### src/hdl/lrc_pkg.sv
// Shared constants, request/result types and codes for the LRU tag cache.
package lrc_pkg;

	localparam int ENTRIES      = 16;
	localparam int KEY_BITS     = 32;
	localparam int PAYLOAD_BITS = 32;
	localparam int IDX_W        = $clog2(ENTRIES);
	localparam int CNT_W        = $clog2(ENTRIES + 1);
	localparam int SLOT_BITS    = 4;

	typedef enum logic [1:0] {
		ST_HIT   = 2'd0,
		ST_FILL  = 2'd1,
		ST_EVICT = 2'd2,
		ST_MISS  = 2'd3
	} status_t;

	typedef enum logic [1:0] {
		CMP_KEY_EQ  = 2'd0,
		CMP_RANK_EQ = 2'd1,
		CMP_RANK_GT = 2'd2
	} cmp_op_t;

	typedef struct packed {
		logic [31:0] lookup_key;
		logic [31:0] fill_payload;
		logic        payload_ok;
	} req_t;

	typedef struct packed {
		status_t               status;
		logic [SLOT_BITS-1:0]  slot;
		logic [31:0]           payload_out;
		logic [31:0]           evicted_payload;
	} rsp_t;

	typedef struct packed {
		logic [KEY_BITS-1:0]     key;
		logic [PAYLOAD_BITS-1:0] payload;
		logic [IDX_W-1:0]        rank;
	} entry_rd_t;

	typedef struct packed {
		logic                    ent_en;
		logic [IDX_W-1:0]        ent_idx;
		logic [KEY_BITS-1:0]     key;
		logic [PAYLOAD_BITS-1:0] payload;
		logic                    rank_en;
		logic [IDX_W-1:0]        rank_idx;
		logic [IDX_W-1:0]        rank;
	} entry_wr_t;

endpackage

### src/hdl/lrc_cmp.sv
// Shared compare unit: key equality, rank equality or rank greater-than.
module lrc_cmp (
	input  lrc_pkg::cmp_op_t                 op,
	input  logic [lrc_pkg::KEY_BITS-1:0]     a_key,
	input  logic [lrc_pkg::KEY_BITS-1:0]     b_key,
	input  logic [lrc_pkg::IDX_W-1:0]        a_rank,
	input  logic [lrc_pkg::IDX_W-1:0]        b_rank,
	output logic                             match
);
	import lrc_pkg::*;

	always_comb begin
		case (op)
			CMP_KEY_EQ:  match = (a_key == b_key);
			CMP_RANK_EQ: match = (a_rank == b_rank);
			CMP_RANK_GT: match = (a_rank > b_rank);
			default:     match = 1'b0;
		endcase
	end

endmodule

### src/hdl/lrc_store.sv
// Entry storage: keys, payloads and recency ranks, one read index, two write ports.
module lrc_store (
	input  logic                      clk,
	input  logic [lrc_pkg::IDX_W-1:0] rd_idx,
	output lrc_pkg::entry_rd_t        rd,
	input  lrc_pkg::entry_wr_t        wr
);
	import lrc_pkg::*;

	logic [KEY_BITS-1:0]     key_q  [ENTRIES];
	logic [PAYLOAD_BITS-1:0] pay_q  [ENTRIES];
	logic [IDX_W-1:0]        rank_q [ENTRIES];

	always_ff @(posedge clk) begin
		if (wr.ent_en) begin
			key_q[wr.ent_idx] <= wr.key;
			pay_q[wr.ent_idx] <= wr.payload;
		end
		if (wr.rank_en) begin
			rank_q[wr.rank_idx] <= wr.rank;
		end
	end

	assign rd.key     = key_q[rd_idx];
	assign rd.payload = pay_q[rd_idx];
	assign rd.rank    = rank_q[rd_idx];

endmodule

### src/hdl/lru_tag_cache.sv
// Top level of the fully associative LRU tag cache: sequencer, walk counter and result register.
// Fully associative cache of ENTRIES entries with least-recently-used replacement. Raise
// start with a request on req while busy is low; the request is taken at that edge and busy
// stays high until the result appears. The result is marked by done, high for exactly one
// cycle, and cannot be held off: capture it then. One compare unit walks the entries one
// per cycle, so latency depends on the table. A hit searches up to the matching entry, then
// walks every valid entry to update ranks; a miss searches every valid entry, and a miss
// without a fill payload or a fill into an empty slot ends there; a miss on a full table then
// walks to find the least recent entry and walks all entries again to update ranks. A new
// request may be started in the cycle that done is high.
module lru_tag_cache (
	input  logic          clk,
	input  logic          arst_n,
	input  logic          start,
	output logic          busy,
	input  lrc_pkg::req_t req,
	output logic          done,
	output lrc_pkg::rsp_t rsp
);
	import lrc_pkg::*;

	typedef enum logic [3:0] {
		S_IDLE   = 4'b0001,
		S_SEARCH = 4'b0010,
		S_EVICT  = 4'b0100,
		S_TOUCH  = 4'b1000
	} state_t;

	state_t                  state_q, state_d;
	req_t                    req_q;
	logic [CNT_W-1:0]        i_q, i_d;          // walk counter, one wider than the index
	logic [CNT_W-1:0]        used_q, used_d;
	logic [IDX_W-1:0]        idx_q, idx_d;      // entry being hit or written
	logic [IDX_W-1:0]        ref_q, ref_d;      // rank of that entry before the touch
	logic [PAYLOAD_BITS-1:0] pay_q, pay_d;
	logic [PAYLOAD_BITS-1:0] evict_q, evict_d;
	status_t                 status_q, status_d;
	logic                    done_q, done_d;
	rsp_t                    rsp_q, rsp_d;

	entry_rd_t               rd;
	entry_wr_t               wr;
	cmp_op_t                 cmp_op;
	logic [IDX_W-1:0]        cmp_ref;
	logic                    match;
	logic [IDX_W-1:0]        walk_idx;
	logic                    walk_end;
	logic                    accept;

	assign walk_idx = i_q[IDX_W-1:0];
	assign accept   = start && (state_q == S_IDLE);

	lrc_store u_store (
		.clk    (clk),
		.rd_idx (walk_idx),
		.rd     (rd),
		.wr     (wr)
	);

	// One comparator serves all three walks; the operand and mode follow the state.
	always_comb begin
		case (state_q)
			S_EVICT: begin
				cmp_op  = CMP_RANK_EQ;
				cmp_ref = '0;
			end
			S_TOUCH: begin
				cmp_op  = CMP_RANK_GT;
				cmp_ref = ref_q;
			end
			default: begin
				cmp_op  = CMP_KEY_EQ;
				cmp_ref = '0;
			end
		endcase
	end

	lrc_cmp u_cmp (
		.op     (cmp_op),
		.a_key  (rd.key),
		.b_key  (KEY_BITS'(req_q.lookup_key)),
		.a_rank (rd.rank),
		.b_rank (cmp_ref),
		.match  (match)
	);

	// Touch walk covers entries 0 .. used_count-1.
	assign walk_end = (i_q == (used_q - CNT_W'(1)));

	always_comb begin
		state_d  = state_q;
		i_d      = i_q;
		used_d   = used_q;
		idx_d    = idx_q;
		ref_d    = ref_q;
		pay_d    = pay_q;
		evict_d  = evict_q;
		status_d = status_q;
		done_d   = 1'b0;
		rsp_d    = rsp_q;
		wr       = '0;

		case (state_q)
			S_IDLE: begin
				if (start) begin
					i_d     = '0;
					state_d = S_SEARCH;
				end
			end

			S_SEARCH: begin
				if (i_q == used_q) begin
					// Miss: every valid entry has been compared.
					if (!req_q.payload_ok) begin
						rsp_d.status          = ST_MISS;
						rsp_d.slot            = '0;
						rsp_d.payload_out     = '0;
						rsp_d.evicted_payload = '0;
						done_d                = 1'b1;
						state_d               = S_IDLE;
					end else if (used_q != CNT_W'(ENTRIES)) begin
						// Empty slot: the new entry lands on top of the order and the
						// others keep their ranks, so no rank walk is needed.
						wr.ent_en             = 1'b1;
						wr.ent_idx            = used_q[IDX_W-1:0];
						wr.key                = KEY_BITS'(req_q.lookup_key);
						wr.payload            = PAYLOAD_BITS'(req_q.fill_payload);
						wr.rank_en            = 1'b1;
						wr.rank_idx           = used_q[IDX_W-1:0];
						wr.rank               = used_q[IDX_W-1:0];
						used_d                = used_q + CNT_W'(1);
						rsp_d.status          = ST_FILL;
						rsp_d.slot            = SLOT_BITS'(used_q[IDX_W-1:0]);
						rsp_d.payload_out     = 32'(PAYLOAD_BITS'(req_q.fill_payload));
						rsp_d.evicted_payload = '0;
						done_d                = 1'b1;
						state_d               = S_IDLE;
					end else begin
						i_d     = '0;
						state_d = S_EVICT;
					end
				end else if (match) begin
					idx_d    = walk_idx;
					ref_d    = rd.rank;
					pay_d    = rd.payload;
					evict_d  = '0;
					status_d = ST_HIT;
					i_d      = '0;
					state_d  = S_TOUCH;
				end else begin
					i_d = i_q + CNT_W'(1);
				end
			end

			S_EVICT: begin
				// Find the least recent entry (rank zero, unique on a full table).
				if (match) begin
					wr.ent_en  = 1'b1;
					wr.ent_idx = walk_idx;
					wr.key     = KEY_BITS'(req_q.lookup_key);
					wr.payload = PAYLOAD_BITS'(req_q.fill_payload);
					idx_d      = walk_idx;
					ref_d      = '0;
					evict_d    = rd.payload;
					pay_d      = PAYLOAD_BITS'(req_q.fill_payload);
					status_d   = ST_EVICT;
					i_d        = '0;
					state_d    = S_TOUCH;
				end else begin
					i_d = i_q + CNT_W'(1);
				end
			end

			S_TOUCH: begin
				// Drop every rank above the touched entry's; move it to the top.
				if (walk_idx == idx_q) begin
					wr.rank_en  = 1'b1;
					wr.rank_idx = walk_idx;
					wr.rank     = IDX_W'(used_q - CNT_W'(1));
				end else if (match) begin
					wr.rank_en  = 1'b1;
					wr.rank_idx = walk_idx;
					wr.rank     = rd.rank - IDX_W'(1);
				end
				if (walk_end) begin
					rsp_d.status          = status_q;
					rsp_d.slot            = SLOT_BITS'(idx_q);
					rsp_d.payload_out     = 32'(pay_q);
					rsp_d.evicted_payload = 32'(evict_q);
					done_d                = 1'b1;
					state_d               = S_IDLE;
				end else begin
					i_d = i_q + CNT_W'(1);
				end
			end

			default: begin
				state_d = S_IDLE;
			end
		endcase
	end

	always_ff @(posedge clk or negedge arst_n) begin
		if (!arst_n) begin
			state_q <= S_IDLE;
			used_q  <= '0;
			done_q  <= 1'b0;
		end else begin
			state_q <= state_d;
			used_q  <= used_d;
			done_q  <= done_d;
		end
	end

	// Payload and walk registers carry no reset.
	always_ff @(posedge clk) begin
		if (accept) begin
			req_q <= req;
		end
		i_q      <= i_d;
		idx_q    <= idx_d;
		ref_q    <= ref_d;
		pay_q    <= pay_d;
		evict_q  <= evict_d;
		status_q <= status_d;
		rsp_q    <= rsp_d;
	end

	assign busy = (state_q != S_IDLE);
	assign done = done_q;
	assign rsp  = rsp_q;

`ifndef SYNTHESIS
	a_done_single: assert property (@(posedge clk) disable iff (!arst_n)
		done |=> !done)
		else $error("result strobe held for more than one cycle");

	a_accept_busy: assert property (@(posedge clk) disable iff (!arst_n)
		(start && !busy) |=> busy)
		else $error("request accepted but block not busy");

	a_used_bound: assert property (@(posedge clk) disable iff (!arst_n)
		used_q <= CNT_W'(ENTRIES))
		else $error("entry count exceeds table size");

	a_used_mono: assert property (@(posedge clk) disable iff (!arst_n)
		!busy |=> (used_q == $past(used_q)) || (used_q == $past(used_q) + CNT_W'(1)))
		else $error("entry count changed outside a fill");

	a_miss_zero: assert property (@(posedge clk) disable iff (!arst_n)
		(done && (rsp.status == ST_MISS)) |->
			(rsp.slot == '0) && (rsp.payload_out == '0) && (rsp.evicted_payload == '0))
		else $error("unstored miss reported nonzero fields");
`endif

endmodule
### config.mk
export PLATFORM = sky130hd
export DESIGN_NAME = lru_tag_cache
export DESIGN_NICKNAME = d
export VERILOG_FILES = /design/src/hdl/lrc_pkg.sv /design/src/hdl/lrc_cmp.sv /design/src/hdl/lrc_store.sv /design/src/hdl/lru_tag_cache.sv
export SDC_FILE = /design/constraint.sdc
export NUM_CORES = 1
export LEC_CHECK = 0
export ABC_AREA = 1
export BUFFER_PORTS_ARGS = -buffer_cell sky130_fd_sc_hd__buf_2
export CELL_PAD_IN_SITES_DETAIL_PLACEMENT = 1
export CELL_PAD_IN_SITES_GLOBAL_PLACEMENT = 2
export CORE_MARGIN = 2
export CORE_UTILIZATION = 40
export CTS_CLUSTER_DIAMETER = 200
export DETAILED_ROUTE_END_ITERATION = 7
export PLACE_DENSITY = 0.86
export REMOVE_ABC_BUFFERS = 1
export SLEW_MARGIN = 20
export SYNTH_ARGS = -nofsm -noshare
export SYNTH_HDL_FRONTEND = slang
export SYNTH_SLANG_ARGS = --single-unit
### constraint.sdc
create_clock -name clk -period 7.6 [get_ports clk]
set_input_delay 0.38 -clock clk [delete_from_list [all_inputs] [get_ports clk]]
set_output_delay 0.38 -clock clk [all_outputs]
set_load 0.1 [all_outputs]
==> results of run 1 <==
[per-stage QoR]
step | hold WS, ns | total power, uW | utilization, % | cells | area, um2
2_1_floorplan | 0.0844 | 11800 | - | 3898 | 51500
3_3_place_gp | 0.276 | 13100 | 42.1 | 5852 | 55200
3_5_place_dp | 0.281 | 13300 | 42.1 | 5852 | 55200
4_1_cts | 0.0423 | 19900 | 46.0 | 6173 | 60300
5_1_grt | 0.0621 | 20700 | 46.0 | 6173 | 60300
6_report | 0.0924 | 19800 | 46.0 | 6173 | 60300
[state kept, by name (all words and copies together), names as in the netlist, 5 cells and up, named ones only]
name            cells
u_store.key_q     512
u_store.pay_q     512
rsp                70
req_q              65
u_store.rank_q     64
evict_q            32
pay_q              32
i_q                 5
used_q              5
[cells in the mapped netlist (4+ instances only)]
library cell / instances / area (um2)
buf_6: 12 / 135
o21ai_0: 453 / 2270
nor2_1: 737 / 2770
o22ai_1: 39 / 244
nand3_1: 257 / 1290
ha_1: 8 / 100
dfrtp_1: 9 / 225
a31oi_1: 33 / 206
inv_2: 8 / 30.0
edfxtp_1: 1301 / 39100
buf_4: 18 / 135
dfxtp_1: 4 / 80.1
xnor2_1: 4 / 35.0
xor2_1: 12 / 105
o221ai_1: 107 / 937
inv_1: 235 / 882
a21oi_1: 61 / 305
clkbuf_1: 155 / 582
o211ai_1: 108 / 811
buf_2: 54 / 270
nand2_2: 7 / 43.8
nor3_1: 8 / 40.0
buf_1: 16 / 60.1
o21ai_1: 47 / 235
nand2_1: 442 / 1660
[per-layer routing]
metal / vias to the layer above / GRT usage (%)
met5: - / 0
met4: 0 / 6.39
met3: 221 / 3.29
met2: 1090 / 38.4
met1: 17682 / 29.0
li1: 15322 / -
[final cells by class]
cell class,count,area (um2),area share [%]
multi-input cells,2339,11300,18.8
flip-flops and latches,1315,39400,65.3
clock buffers,172,3770,6.25
well taps,1755,2200,3.64
clock inverters,81,639,1.06
inverters,244,945,1.57
repair buffers,267,2020,3.35
[power by group through the flow]
stage / clock, uW / combinational [uW] / sequential (uW)
2_1_floorplan: 0 / 2830 / 8920
3_3_place_gp: 0 / 4580 / 8520
3_5_place_dp: 0 / 4760 / 8530
4_1_cts: 6740 / 4820 / 8380
5_1_grt: 7000 / 5290 / 8390
6_report: 6650 / 4820 / 8380
[path summary, 6_finish.rpt]
check                           from              endpoint  slack [ns]  cells past startpoint
max in group asynchronous     arst_n            state_q[3]        6.56                      3
hold / removal                arst_n            state_q[0]        0.09                      2
min in group clk             req[21]             req_q[21]        0.31                      2
hold reg to reg            used_q[4]             used_q[4]        0.51                      1
setup reg to reg           flip-flop  u_store.key_q[11][8]        2.23                     14
setup / recovery           flip-flop  u_store.key_q[11][8]        2.23                     14
[logic make-up (layout without fill, tap and decap cells)]
kind of cell | count (synthesis) | after routing
AO/OA/AOI/OAI | 851 | 851
XOR/XNOR | 16 | 16
adder cells (fa/ha/maj) | 8 | 8
buffers and inverters | 500 | 764
flip-flops | 1315 | 1315
AND/OR/NAND/NOR | 1464 | 1464
==> results_dict.tcl, run 1 <==
set metrics [dict create \
    final_common_cell "edfxtp_1" \
    finalSetupViolCount 0 \
    slowest_delay_ns 0.77 \
    wl_met3_um 8310 \
    required_ns 8.02 \
    grt_pass1_wl_um 226000 \
    end_kind "flip-flop" \
    period_share_pct 70.6 \
    num_rows 133 \
    path_max_fanout 164 \
    antenna_found_initial 4 \
    seq_area_frac_synth_pct 74.8 \
    status "complete, no violations" \
    nets 4387 \
    synth_top_family_by_area "simple AND/OR/NAND/NOR gates" \
    rsz0062_at_grt "no" \
    drtIter0Drc 3222 \
    seq_power_share_pct 42.2 \
    grt_pass1_vias 36042 \
    top_layer "met4" \
    max-cap-violations 0 \
    cp.buffers_inverters 4 \
    worstPathArrival_ns 5.78 \
    skew_ns 0.0306 \
    crit_type "flip-flop to flip-flop" \
    vias_per_cell 5.56 \
    final_cell_mix "edfxtp_1, nor2_1, o21ai_0, nand2_1, nand3_1" \
    cts-hold-fix-buffers 68 \
    synthSimpleGateAreaFrac_pct 11.2 \
    clk_pin_slew_worst_paths_ns 0.07 \
    totalWireLength_um 152000 \
    drt-pass1-iter-count 5 \
    numPortBuffers 139 \
    remaining_drc_errors 0 \
    clkLatencyLatePin_ns 0.78 \
    syn_to_final_growth_pct 14.5 \
    leakage_uw 0.0201 \
    cts_tree "done" \
    cts_setup_buffers 0 \
    clkPwrFrac_pct 33.5 \
    syn_avg_cell_area_um2 12.7 \
    tightest_slew_ns 1.23 \
    drt-met1-wl_um 63800 \
    grtUsageTotal_pct 22.2 \
    cts-htree-levels 4 \
    die_height_um 367 \
    comb_power_share_pct 24.3 \
    gp_congestion 0.787 \
    worst_setup_path_start_kind "flip-flop" \
    fmax_ghz 0.186 \
    grt-ovfl-total 0 \
    finalCriticalPeriod_ns 5.37 \
    crit_family "simple AND/OR/NAND/NOR gates" \
    intPower_uw 13200 \
    hpwl_um 82000 \
    coreArea_um2 131000 \
    post-place-ws_ns 2.24 \
    synthXorXnorAreaFrac_pct 0.266 \
    cts_root_buffer "clkbuf_16" \
    finalWorstSetupSlack_ns 2.23 \
    synth_edf_count 1301 \
    final-max-slew-violation-count 0 \
    synth_cells 4154 \
    async_reset_ff_share_pct 0.760 \
    yosysWarnings 0 \
    tns_ns 0 \
    swShare_pct 33.5 \
    final_hold_viol_count 0 \
    synthAdderAreaFrac_pct 0.190 \
    cp_slowest_cell "nor2_4" \
    initial_core_util_pct 40.2 \
    synth_area_um2 52700 \
    ant_nets 0 \
    synth_ff_type "edfxtp_1" \
    cts.repair.resized 0 \
    ys_types 38 \
    vdd_drop_max_uv 232 \
    wl_per_cell_um 24.6 \
    grt_start_max_net_pins 179 \
    path_cells "buf_12 > o21ai_0 > o221ai_1 > nand3_1 > nand2_1 > inv_1 > ha_1 > nand4_1 > nor2_1 > inv_1 > o21ai_0 > nand2_1 > nor2_4 > buf_12" \
    io_pins 140 \
    drive_gt1_share_pct 9.96 \
    cts_buffers 144 \
    num_vias 34315 \
    num_antenna_cells 0 \
    powerDensity_nw_per_um2 329 \
    die_area_um2 135000 \
    nFillCells 13491 \
    synth_compound_area_share_pct 9.55 \
    max_slew_margin_pct 17.7 \
    cts_sinks 1315 \
    p_sw_uw 6650 \
    wl_met2_um 76300 \
    muxShareOfSynthArea_pct 0 \
    synth-seq-cells 1315 \
    cts_buffer_depth 3 \
    fp.dieW_um 367 \
    min_path_type "input port to asynchronous set/reset pin" \
]
(Power assumes the default switching activity.)
==> run 2: changes to the inputs <==
- clock period: 7.6 -> 4.56 ns (I/O delays scaled with it)
==> results_dict.tcl, run 2 (synthesis results as in run 1) <==
set metrics [dict create \
    num_rows 133 \
    finalCriticalPeriod_ns 4.36 \
    cts_buffers 142 \
    drtIter0Drc 3391 \
    wl_per_cell_um 24.4 \
    cts_buffer_depth 3 \
    crit_family "simple AND/OR/NAND/NOR gates" \
    grt_start_max_net_pins 141 \
    skew_ns 0.0282 \
    slowest_delay_ns 0.58 \
    clkLatencyLatePin_ns 0.78 \
    syn_to_final_growth_pct 15.5 \
    final_hold_viol_count 0 \
    finalWorstSetupSlack_ns 0.197 \
    grt_pass1_vias 36648 \
    cts_tree "done" \
    ant_nets 0 \
    placed_area_um2 55800 \
    fp.dieW_um 367 \
    status "complete, no violations" \
    p_sw_uw 11000 \
    vdd_drop_max_uv 391 \
    min_path_type "input port to flip-flop" \
    tightest_slew_ns 1.18 \
    cp_slowest_cell "dfxtp_4" \
    leakage_uw 0.0200 \
    required_ns 4.99 \
    cp.buffers_inverters 4 \
    gp_congestion 0.796 \
    rsz0062_at_grt "no" \
    tns_ns 0 \
    drt-pass1-iter-count 5 \
    clkPwrFrac_pct 32.8 \
    finalSetupViolCount 0 \
    path_cells "inv_12 > o21ai_0 > o22ai_1 > o211ai_1 > nand2_1 > ha_1 > nand4_1 > nor2_1 > inv_1 > o21ai_0 > buf_4 > nand2_1 > nor2_4 > buf_4" \
    cts-htree-levels 4 \
    worst_setup_path_start_kind "flip-flop" \
    cts_sinks 1315 \
    initial_core_util_pct 40.2 \
    crit_type "flip-flop to flip-flop" \
    grtUsageTotal_pct 22.3 \
    die_height_um 367 \
    cts_root_buffer "clkbuf_16" \
    swShare_pct 33.4 \
    totalWireLength_um 152000 \
    drive_gt1_share_pct 10.9 \
    seq_power_share_pct 42.2 \
    whs_ns 0.160 \
    nets 4432 \
    end_kind "flip-flop" \
    path_max_fanout 36 \
    vias_per_cell 5.56 \
    period_share_pct 95.7 \
    grt-ovfl-total 0 \
    die_area_um2 135000 \
    hpwl_um 82700 \
    antenna_found_initial 3 \
    final_cell_area_um2 60800 \
    intPower_uw 21900 \
    fmax_ghz 0.229 \
    io_pins 140 \
    num_vias 34570 \
    powerDensity_nw_per_um2 541 \
    clk_pin_slew_worst_paths_ns 0.06 \
    final_util_pct 46.4 \
    post-place-ws_ns 0.0371 \
    coreArea_um2 131000 \
    remaining_drc_errors 0 \
    final-max-slew-violation-count 0 \
    max-cap-violations 0 \
    final_common_cell "edfxtp_1" \
    worstPathArrival_ns 4.79 \
    max_slew_margin_pct 21.1 \
    comb_power_share_pct 25.0 \
    final_cell_mix "edfxtp_1, nor2_1, o21ai_0, nand2_1, nand3_1" \
    grt_pass1_wl_um 228000 \
    numPortBuffers 139 \
]
-- run 2: power by group through the flow --
stage	Combinational, uW	Clock [uW]	Sequential, uW
final	8230	10800	13900
after global routing	9060	11400	13900
after CTS	8210	11000	13900
after detailed placement	8010	0	14100
after global placement	7740	0	14100
after floorplan	4150	0	14700
-- run 2: worst register-to-register path, cell delays in order (launching register included) --
cell      delay (ns)
dfxtp_4         0.58
inv_12          0.15
o21ai_0         0.20
o22ai_1         0.11
o211ai_1        0.33
nand2_1         0.18
ha_1            0.37
nand4_1         0.14
nor2_1          0.19
inv_1           0.11
o21ai_0         0.29
buf_4           0.20
nand2_1         0.14
nor2_4          0.57
buf_4           0.42
-- run 2: stage by stage --
step	instances	power, uW
6_report	6216	32900
3_3_place_gp	5895	21900
5_1_grt	6214	34300
2_1_floorplan	3898	18900
4_1_cts	6213	33100
3_5_place_dp	5895	22100
-- run 2: timing repair --
item | CTS | global route
hold endpoints to repair | 76 | 0
hold buffers | 69 | 0
buffers inserted | 0 | 1
pin swaps | 1 | 1
resized for setup | 3 | 5
setup endpoints to repair | 31 | 462
cloned | 2 | 0
-- run 2: final cells by class --
cell class / count / area (um2)
Fill cell: 13600 / 70300
Tap cell: 1755 / 2200
Clock buffer: 178 / 3800
Multi-Input combinational cell: 2340 / 11400
Inverter: 244 / 945
Antenna cell: 2 / 5.00
Clock inverter: 69 / 459
Sequential cell: 1315 / 39400
Timing Repair Buffer: 313 / 2660
-- run 2: path summary, 6_finish.rpt --
| kind | startpoint | to | slack [ns] | cells after the start |
|---|---|---|---|---|
| worst max register to register | flip-flop | u_store.key_q[1][11] | 0.20 | 14 |
| max in group asynchronous | arst_n | state_q[1] | 3.17 | 4 |
| worst min-delay path | req[48] | req_q[48] | 0.16 | 2 |
| min in group asynchronous | arst_n | state_q[0] | 0.47 | 3 |
| worst min register to register | pay_q[13] | rsp[45] | 0.53 | 2 |
| worst max-delay path | flip-flop | u_store.key_q[1][11] | 0.20 | 14 |
-- run 2: layer usage --
| layer | routed length, um | global-route usage (%) |
|---|---|---|
| met1 | 63100 | 29.1 |
| met2 | 75700 | 38.2 |
| met3 | 9220 | 3.64 |
| met4 | 3560 | 6.60 |
| met5 | 0 | 0 |
